## config.mk

```make
export PLATFORM = sky130hd
export DESIGN_NAME = tensor_permute_address_generator_top
export DESIGN_NICKNAME = d
export VERILOG_FILES = /design/src/hw/rtl/tpag_pkg.sv /design/src/hw/rtl/tpag_cell.sv /design/src/hw/rtl/tpag_build.sv /design/src/hw/rtl/tensor_permute_address_generator_top.sv
export SDC_FILE = /design/constraint.sdc
export NUM_CORES = 2
export LEC_CHECK = 0
export ABC_AREA = 1
export BUFFER_PORTS_ARGS = -buffer_cell sky130_fd_sc_hd__buf_2
export CORE_MARGIN = 2
export CORE_UTILIZATION = 54
export CTS_CLUSTER_DIAMETER = 100
export DETAILED_ROUTE_END_ITERATION = 12
export PLACE_DENSITY = 0.7
export RECOVER_POWER = 50
export SLEW_MARGIN = 20
export SYNTH_ARGS = -nofsm -noshare
export SYNTH_HDL_FRONTEND = slang
export SYNTH_SLANG_ARGS = --single-unit
```

## constraint.sdc

```tcl
create_clock -name clk -period 12.7 [get_ports clk]
set_input_delay 1.27 -clock clk [delete_from_list [all_inputs] [get_ports clk]]
set_output_delay 1.27 -clock clk [all_outputs]
set_load 0.02 [all_outputs]
```

## src/hw/rtl/tpag_pkg.sv

```systemverilog
// Shared types, constants and helper functions for the tensor permute
// address generator. No dependencies.
`default_nettype none

package tpag_pkg;

    localparam int MAX_RANK        = 5;
    localparam int DIM_BITS        = 16;
    localparam int ADDR_BITS       = 32;
    localparam int VALUE_BITS      = 32;
    localparam int RANK_BITS       = 3;
    localparam int PERM_FIELD_BITS = 3;
    localparam int PERM_BITS       = PERM_FIELD_BITS * MAX_RANK;
    localparam int IDX_BITS        = PERM_FIELD_BITS;
    localparam int CFG_INDEX_BITS  = 3;
    localparam int CFG_DATA_BITS   = 16;

    localparam logic [CFG_INDEX_BITS-1:0] REG_RANK_COUNT = 3'd0;
    localparam logic [CFG_INDEX_BITS-1:0] REG_DIM_SIZE_0 = 3'd1;
    localparam logic [CFG_INDEX_BITS-1:0] REG_PERM_MAP   = 3'd6;

    typedef logic [DIM_BITS-1:0]  dim_t;
    typedef logic [ADDR_BITS-1:0] addr_t;
    typedef logic [IDX_BITS-1:0]  idx_t;
    typedef logic [RANK_BITS-1:0] rank_t;
    typedef logic [PERM_BITS-1:0] perm_t;

    // builder -> cell write bus
    typedef struct packed {
        logic  clear;
        logic  stride_we;
        logic  step_we;
        idx_t  sel;
        addr_t data;
    } cell_wr_t;

    function automatic rank_t ranks_used(input rank_t r);
        rank_t res;
        res = r;
        if (r == '0)
            res = RANK_BITS'(1);
        else if (r > RANK_BITS'(MAX_RANK))
            res = RANK_BITS'(MAX_RANK);
        return res;
    endfunction

    function automatic dim_t dim_fix(input dim_t n);
        dim_t res;
        res = (n == '0) ? DIM_BITS'(1) : n;
        return res;
    endfunction

    function automatic idx_t perm_field(input perm_t perm, input idx_t k);
        perm_t sh;
        sh = perm >> (PERM_FIELD_BITS * k);
        return sh[IDX_BITS-1:0];
    endfunction

    function automatic logic perm_is_bad(input rank_t r, input perm_t perm);
        logic                            bad;
        logic [(2**PERM_FIELD_BITS)-1:0] seen;
        idx_t                            p;
        bad  = 1'b0;
        seen = '0;
        for (int k = 0; k < MAX_RANK; k++)
        begin
            if (RANK_BITS'(k) < r)
            begin
                p = perm[k*PERM_FIELD_BITS +: PERM_FIELD_BITS];
                if (RANK_BITS'(p) >= r || seen[p])
                    bad = 1'b1;
                else
                    seen[p] = 1'b1;
            end
        end
        return bad;
    endfunction

endpackage

`default_nettype wire

```

## src/hw/rtl/tpag_cell.sv

```systemverilog
// One odometer digit: rank index, output stride and address step of one
// input dimension. Carry ripples from the inner neighbor. Uses tpag_pkg.
`default_nettype none

module tpag_cell (
    input  wire logic             clk,
    input  wire logic             rst_n,
    input  wire tpag_pkg::idx_t   cell_id,
    input  wire tpag_pkg::dim_t   dim_size,
    input  wire logic             in_use,
    input  wire logic             advance,
    input  wire logic             carry_in,
    input  wire tpag_pkg::cell_wr_t wr,
    output logic                  carry_out,
    output logic                  incr,
    output tpag_pkg::addr_t       stride,
    output tpag_pkg::addr_t       step
);

    tpag_pkg::dim_t  idx_reg;
    tpag_pkg::dim_t  idx_next;
    tpag_pkg::addr_t stride_reg;
    tpag_pkg::addr_t stride_next;
    tpag_pkg::addr_t step_reg;
    tpag_pkg::addr_t step_next;
    logic            at_max;
    logic            hit;

    assign at_max    = (idx_reg == dim_size - tpag_pkg::DIM_BITS'(1));
    assign carry_out = carry_in & (at_max | ~in_use);
    assign incr      = carry_in & in_use & ~at_max;
    assign hit       = (wr.sel == cell_id);
    assign stride    = stride_reg;
    assign step      = step_reg;

    always_comb
    begin
        idx_next    = idx_reg;
        stride_next = stride_reg;
        step_next   = step_reg;
        if (wr.clear)
        begin
            idx_next    = '0;
            stride_next = '0;
            step_next   = '0;
        end
        else
        begin
            if (advance && carry_in && in_use)
                idx_next = at_max ? '0 : idx_reg + tpag_pkg::DIM_BITS'(1);
            if (wr.stride_we && hit)
                stride_next = wr.data;
            if (wr.step_we && hit)
                step_next = wr.data;
        end
    end

    always_ff @(posedge clk or negedge rst_n)
    begin
        if (!rst_n)
        begin
            idx_reg    <= '0;
            stride_reg <= '0;
            step_reg   <= '0;
        end
        else
        begin
            idx_reg    <= idx_next;
            stride_reg <= stride_next;
            step_reg   <= step_next;
        end
    end

endmodule

`default_nettype wire

```

## src/hw/rtl/tpag_build.sv

```systemverilog
// Stride builder: walks the ranks with two multipliers and writes the
// strides, then the per-digit address steps, into the cells. Uses tpag_pkg.
`default_nettype none

module tpag_build (
    input  wire logic               clk,
    input  wire logic               rst_n,
    input  wire logic               start,
    input  wire tpag_pkg::rank_t    rank,
    input  wire tpag_pkg::perm_t    perm_map,
    input  wire logic               perm_bad,
    input  wire tpag_pkg::dim_t     dims    [tpag_pkg::MAX_RANK],
    input  wire tpag_pkg::addr_t    strides [tpag_pkg::MAX_RANK],
    output tpag_pkg::cell_wr_t      wr,
    output logic                    busy
);

    localparam int PROD_BITS = tpag_pkg::ADDR_BITS + tpag_pkg::DIM_BITS;

    typedef enum logic [2:0] {
        ST_IDLE,
        ST_CLEAR,
        ST_STRIDE,
        ST_PROD,
        ST_STEP
    } state_t;

    state_t          state_reg;
    state_t          state_next;
    tpag_pkg::idx_t  k_reg;
    tpag_pkg::idx_t  k_next;
    tpag_pkg::addr_t m_reg;
    tpag_pkg::addr_t m_next;
    tpag_pkg::addr_t acc_reg;
    tpag_pkg::addr_t acc_next;
    tpag_pkg::addr_t prod_reg;
    tpag_pkg::addr_t prod_next;

    tpag_pkg::idx_t  p;
    tpag_pkg::idx_t  k_top;
    tpag_pkg::dim_t  dim_p;
    tpag_pkg::dim_t  dim_k;
    tpag_pkg::addr_t stride_k;
    logic [PROD_BITS-1:0] m_full;
    logic [PROD_BITS-1:0] prod_full;

    assign busy  = (state_reg != ST_IDLE);
    assign p     = tpag_pkg::perm_field(perm_map, k_reg);
    assign k_top = tpag_pkg::IDX_BITS'(rank - tpag_pkg::RANK_BITS'(1));

    always_comb
    begin
        dim_p    = tpag_pkg::DIM_BITS'(1);
        dim_k    = tpag_pkg::DIM_BITS'(1);
        stride_k = '0;
        for (int i = 0; i < tpag_pkg::MAX_RANK; i++)
        begin
            if (p == tpag_pkg::IDX_BITS'(i))
                dim_p = dims[i];
            if (k_reg == tpag_pkg::IDX_BITS'(i))
            begin
                dim_k    = dims[i];
                stride_k = strides[i];
            end
        end
    end

    assign m_full    = PROD_BITS'(m_reg) * PROD_BITS'(dim_p);
    assign prod_full = PROD_BITS'(stride_k) * PROD_BITS'(dim_k - tpag_pkg::DIM_BITS'(1));

    always_comb
    begin
        state_next = state_reg;
        k_next     = k_reg;
        m_next     = m_reg;
        acc_next   = acc_reg;
        prod_next  = prod_reg;
        wr         = '0;
        unique case (state_reg)
            ST_IDLE:
            begin
            end
            ST_CLEAR:
            begin
                wr.clear = 1'b1;
                if (perm_bad)
                    state_next = ST_IDLE;
                else
                begin
                    k_next     = k_top;
                    m_next     = tpag_pkg::ADDR_BITS'(1);
                    state_next = ST_STRIDE;
                end
            end
            ST_STRIDE:
            begin
                wr.stride_we = 1'b1;
                wr.sel       = p;
                wr.data      = m_reg;
                m_next       = m_full[tpag_pkg::ADDR_BITS-1:0];
                if (k_reg == '0)
                begin
                    k_next     = k_top;
                    acc_next   = '0;
                    state_next = ST_PROD;
                end
                else
                    k_next = k_reg - tpag_pkg::IDX_BITS'(1);
            end
            ST_PROD:
            begin
                prod_next  = prod_full[tpag_pkg::ADDR_BITS-1:0];
                state_next = ST_STEP;
            end
            ST_STEP:
            begin
                // step = stride minus the rewind of every inner digit
                wr.step_we = 1'b1;
                wr.sel     = k_reg;
                wr.data    = stride_k - acc_reg;
                acc_next   = acc_reg + prod_reg;
                if (k_reg == '0)
                    state_next = ST_IDLE;
                else
                begin
                    k_next     = k_reg - tpag_pkg::IDX_BITS'(1);
                    state_next = ST_PROD;
                end
            end
            default:
                state_next = ST_IDLE;
        endcase
        if (start)
            state_next = ST_CLEAR;
    end

    always_ff @(posedge clk or negedge rst_n)
    begin
        if (!rst_n)
        begin
            state_reg <= ST_CLEAR;
            k_reg     <= '0;
            m_reg     <= '0;
            acc_reg   <= '0;
            prod_reg  <= '0;
        end
        else
        begin
            state_reg <= state_next;
            k_reg     <= k_next;
            m_reg     <= m_next;
            acc_reg   <= acc_next;
            prod_reg  <= prod_next;
        end
    end

endmodule

`default_nettype wire

```

## src/hw/rtl/tensor_permute_address_generator_top.sv

```systemverilog
// Results are registered: an accepted item shows at the outputs in the next cycle.
// Throughput: one item per cycle when elem_stall is low; odometer carry is combinational.
// After reset and after each register write the stride builder clears the cells and, unless
// the permutation is bad, writes strides then steps, one multiply per cycle, input stalled.
// Reset: asynchronous, active low; registers return to rank 1, sizes 1, perm_map 0.
`default_nettype none

module tensor_permute_address_generator_top (
    input  wire logic                                 clk,
    input  wire logic                                 rst_n,
    input  wire logic                                 elem_valid,
    output logic                                      elem_stall,
    input  wire logic [tpag_pkg::VALUE_BITS-1:0]      elem_value,
    output logic                                      result_valid,
    input  wire logic                                 result_stall,
    output logic [tpag_pkg::VALUE_BITS-1:0]           result_value,
    output logic [tpag_pkg::ADDR_BITS-1:0]            out_address,
    output logic                                      last_element,
    output logic                                      config_error,
    input  wire logic                                 cfg_valid,
    output logic                                      cfg_ready,
    input  wire logic [tpag_pkg::CFG_INDEX_BITS-1:0]  cfg_index,
    input  wire logic [tpag_pkg::CFG_DATA_BITS-1:0]   cfg_data
);

    tpag_pkg::rank_t    rank_count_reg;
    tpag_pkg::dim_t     dim_size_reg [tpag_pkg::MAX_RANK];
    tpag_pkg::perm_t    perm_map_reg;

    tpag_pkg::rank_t    rank;
    tpag_pkg::dim_t     dims    [tpag_pkg::MAX_RANK];
    tpag_pkg::addr_t    strides [tpag_pkg::MAX_RANK];
    tpag_pkg::addr_t    steps   [tpag_pkg::MAX_RANK];
    logic [tpag_pkg::MAX_RANK-1:0] incr;
    logic [tpag_pkg::MAX_RANK:0]   carry;
    logic               perm_bad;
    logic               cfg_we;
    logic               build_start;
    logic               busy;
    logic               accept;
    logic               last;
    tpag_pkg::cell_wr_t wr;
    tpag_pkg::addr_t    step_sel;

    tpag_pkg::addr_t    addr_reg;
    tpag_pkg::addr_t    addr_next;
    logic               result_valid_reg;
    logic [tpag_pkg::VALUE_BITS-1:0] result_value_reg;
    tpag_pkg::addr_t    out_address_reg;
    logic               last_element_reg;
    logic               config_error_reg;

    assign cfg_ready   = 1'b1;
    assign cfg_we      = cfg_valid & cfg_ready;
    assign build_start = cfg_we && (cfg_index <= tpag_pkg::REG_PERM_MAP);

    assign rank     = tpag_pkg::ranks_used(rank_count_reg);
    assign perm_bad = tpag_pkg::perm_is_bad(rank, perm_map_reg);

    always_ff @(posedge clk or negedge rst_n)
    begin
        if (!rst_n)
        begin
            rank_count_reg <= tpag_pkg::RANK_BITS'(1);
            perm_map_reg   <= '0;
            for (int d = 0; d < tpag_pkg::MAX_RANK; d++)
                dim_size_reg[d] <= tpag_pkg::DIM_BITS'(1);
        end
        else if (cfg_we)
        begin
            priority if (cfg_index == tpag_pkg::REG_RANK_COUNT)
                rank_count_reg <= cfg_data[tpag_pkg::RANK_BITS-1:0];
            else if (cfg_index == tpag_pkg::REG_PERM_MAP)
                perm_map_reg <= cfg_data[tpag_pkg::PERM_BITS-1:0];
            else
            begin
                for (int d = 0; d < tpag_pkg::MAX_RANK; d++)
                    if (cfg_index == tpag_pkg::REG_DIM_SIZE_0 + tpag_pkg::CFG_INDEX_BITS'(d))
                        dim_size_reg[d] <= cfg_data[tpag_pkg::DIM_BITS-1:0];
            end
        end
    end

    tpag_build u_build (
        .clk      (clk),
        .rst_n    (rst_n),
        .start    (build_start),
        .rank     (rank),
        .perm_map (perm_map_reg),
        .perm_bad (perm_bad),
        .dims     (dims),
        .strides  (strides),
        .wr       (wr),
        .busy     (busy)
    );

    assign elem_stall = busy | (result_valid_reg & result_stall);
    assign accept     = elem_valid & ~elem_stall;

    // innermost used digit takes the incoming carry
    assign carry[tpag_pkg::MAX_RANK] = 1'b1;

    for (genvar d = 0; d < tpag_pkg::MAX_RANK; d++)
    begin : g_cell
        assign dims[d] = tpag_pkg::dim_fix(dim_size_reg[d]);

        tpag_cell u_cell (
            .clk       (clk),
            .rst_n     (rst_n),
            .cell_id   (tpag_pkg::IDX_BITS'(d)),
            .dim_size  (dims[d]),
            .in_use    (tpag_pkg::RANK_BITS'(d) < rank),
            .advance   (accept),
            .carry_in  (carry[d+1]),
            .wr        (wr),
            .carry_out (carry[d]),
            .incr      (incr[d]),
            .stride    (strides[d]),
            .step      (steps[d])
        );
    end

    assign last = carry[0];

    always_comb
    begin
        step_sel = '0;
        for (int d = 0; d < tpag_pkg::MAX_RANK; d++)
            if (incr[d])
                step_sel = step_sel | steps[d];
    end

    always_comb
    begin
        addr_next = addr_reg;
        if (wr.clear)
            addr_next = '0;
        else if (accept)
            addr_next = last ? '0 : addr_reg + step_sel;
    end

    always_ff @(posedge clk or negedge rst_n)
    begin
        if (!rst_n)
        begin
            addr_reg         <= '0;
            result_valid_reg <= 1'b0;
        end
        else
        begin
            addr_reg <= addr_next;
            if (accept)
                result_valid_reg <= 1'b1;
            else if (!result_stall)
                result_valid_reg <= 1'b0;
        end
    end

    always_ff @(posedge clk)
    begin
        if (accept)
        begin
            result_value_reg <= elem_value;
            out_address_reg  <= perm_bad ? '0 : addr_reg;
            last_element_reg <= last;
            config_error_reg <= perm_bad;
        end
    end

    assign result_valid = result_valid_reg;
    assign result_value = result_value_reg;
    assign out_address  = out_address_reg;
    assign last_element = last_element_reg;
    assign config_error = config_error_reg;

endmodule

`default_nettype wire

```

==> flow_summary.toml <==
[drt]
vias = 54525
first_pass_iters = 8
drc_errors = 0
routed_wl_um = 194900
drt-vias-per-instance = 5.658
ant_nets = 0
drt_iter0_markers = 5292
wire_per_inst_um = 20.22

[clocking]
htreeDepth = 3
cts_tree = "yes"
insertion_delay_ps = 710
cts-resized-gates = 0
post-cts-setup-buffers = 0
clock_sinks = 699
hold_buffers = 0
clockRootBuffer = "clkbuf_16"
clk_pin_slew_ps = 60
cts_max_path_buffers = 3
cts_made_buffers = 82

[flow_run]
cap_violations = 9

[global_routing]
antenna_found_initial = 10
grt_pass1_wl_um = 309800
grt_max_degree = 159
grt-ovfl-total = 0
first_global_vias = 54469
track_usage = 0.3275

[placement]
port_buffers = 123
gp_congestion = 1.009
place_hpwl_um = 150700

[sta]
grt_setup_unrepaired = "false"
max_freq_mhz = 93.69
tightest_slew_ps = 6170
min_period_ps = 10670
tns_ps = 0
fin_crit_sh = 0.8405
setup_viol = 0
hold_viol_final = 0
drv_slew = 657
fin_worst_skew_ps = 36.43
slew_headroom = -3.114

[floorplanning]
die_y_um = 348.4
boundaryPins = 125
die_area_mm2 = 0.1214
die_x_um = 348.4
core_mm2 = 0.1179
start_util = 0.5432
rows = 126

[pwr]
clock_power_share = 0.199
p_leak_nw = 32.75
ir_drop_uv = 214.5
pwr-share-seq = 0.228
intPower_mw = 5.937
swShare = 0.5274
switchingPower_mw = 6.627
power_density_mw_per_mm2 = 182.9
comb_power_share = 0.573

[finish]
post-route-util = 0.5826
syn_to_final_growth_pct = 7.261
drive_above_1_share = 0.05263
fill_cells = 10725
final_nets = 9068
mostFrequentLayoutCells = "nand2_1, inv_1, fa_1"
final_common_cell = "nand2_1"

[logic_synthesis]
netlist_area_mm2 = 0.06405
synth.avg_cell_area_um2 = 7.971
synth_flop_cell = "dfrtp_1"
syn-num-nets = 9078
ys_ff_latch = 699
yosys_warnings = 0
synth_edf_count = 66
synthArstFlopShare = 0.9056
ys_seq_area_frac = 0.2784
syn_inst = 8035
synth_cell_type_count = 74

[hold_path]
worstHoldPathType = "reg2reg"
whs_path_depth = 2

[setup_path]
max_stage_delay_ps = 670
cp-end-kind = "register"
crit_slowest_cell = "fa_1"
crit_type = "reg2reg"
crit_arrival_ps = 11240
path_max_fanout = 43
start_kind = "register"
worst-endpoint-required_ps = 13270
crit_top_cell = "inv_1"
rr_worst_depth = 42

[status]
run_status = "finished with violations"
failed_checks = "capacitance limit, slew limit"
[logic make-up after synthesis]
kind of cell	count (synthesis)	synth area share
AO/OA/AOI/OAI	1261	0.1117
XOR/XNOR	256	0.03512
adder cells (fa/ha/maj)	987	0.2717
buffers and inverters	1757	0.1054
flip-flops	699	0.2784
other	1	0.00005855
AND/OR/NAND/NOR	3074	0.1976
[final timing paths]
| path | end | slack (ps) | startpoint |
|---|---|---|---|
| hold reg to reg | g_cell[1].u_cell.step[2]$_DFFE_PN0P_ | 480 | g_cell[1].u_cell.step[2]$_DFFE_PN0P_ |
| setup / recovery | u_build.prod_reg[31]$_DFFE_PN0N_ | 2030 | u_build.k_reg[1]$_DFFE_PN0P_ |
| hold / removal | g_cell[1].u_cell.step[2]$_DFFE_PN0P_ | 480 | g_cell[1].u_cell.step[2]$_DFFE_PN0P_ |
| setup reg to reg | u_build.prod_reg[31]$_DFFE_PN0N_ | 2030 | u_build.k_reg[1]$_DFFE_PN0P_ |
| max in group asynchronous | u_build.m_reg[24]$_DFFE_PN0P_ | 3510 | rst_n |
| min in group asynchronous | addr_reg[5]$_DFFE_PN0P_ | 2860 | rst_n |
[worst max-delay path: cells and delay by family (launching register included)]
| kind | cells | cell delay, ps |
|---|---|---|
| adder cells (fa/ha/maj) | 11 | 5070 |
| flip-flops | 1 | 500 |
| buffers and inverters | 12 | 1710 |
| AND/OR/NAND/NOR | 19 | 3230 |
[cells in the mapped netlist (56+ instances only)]
cell type / count / area share
a21oi_1: 265 / 0.021
clkbuf_1: 218 / 0.013
dfrtp_1: 626 / 0.24
edfxtp_1: 66 / 0.031
fa_1: 673 / 0.21
ha_1: 314 / 0.061
inv_1: 1417 / 0.083
nand2_1: 1927 / 0.11
nand3_1: 253 / 0.020
nand4_1: 56 / 0.0055
nor2_1: 628 / 0.037
nor3_1: 63 / 0.0049
o21ai_0: 594 / 0.046
o21ai_1: 61 / 0.0048
o22ai_1: 123 / 0.012
xnor2_1: 69 / 0.0094
xor2_1: 186 / 0.025
[through the flow]
| step | power [mW] | setup WS (ps) | hold slack, ps | area, um^2 | cells |
|---|---|---|---|---|---|
| floorplan | 7.521 | 3567 | 442.2 | 64050 | 8035 |
| global placement | 9.763 | 2370 | 452.9 | 66000 | 9477 |
| detailed placement | 9.856 | 2183 | 461.7 | 66000 | 9477 |
| CTS | 12.44 | 2159 | 476.8 | 68850 | 9631 |
| global route | 13.43 | 1361 | 500.2 | 68690 | 9631 |
| finish | 12.56 | 2026 | 478.6 | 68700 | 9636 |
[cell type report]
class / count / area [um^2] / area share
Tap cell: 1536 / 1922 / 0.02797
Multi-Input combinational cell: 5579 / 39510 / 0.5751
Sequential cell: 699 / 17830 / 0.2595
Inverter: 1466 / 5509 / 0.08019
Clock inverter: 39 / 491.7 / 0.007157
Timing Repair Buffer: 197 / 1065 / 0.01550
Clock buffer: 115 / 2357 / 0.03431
Antenna cell: 5 / 12.51 / 0.0001821
[metal layers]
| metal | wire (um) | global-route usage |
|---|---|---|
| met5 | 105 | 0 |
| met4 | 9808 | 0.1389 |
| met2 | 88010 | 0.5156 |
| met1 | 80190 | 0.4411 |
| met3 | 16740 | 0.06784 |
[power groups by stage]
stage          logic (mW)  registers, mW  clock network (mW)
2_1_floorplan        4.85           2.67                   0
3_3_place_gp         6.88           2.88                   0
3_5_place_dp         6.97           2.89                   0
4_1_cts              7.06           2.85                2.54
5_1_grt              7.92           2.88                2.63
6_report             7.20           2.87                2.50
Power figures use the tool's default switching activity.
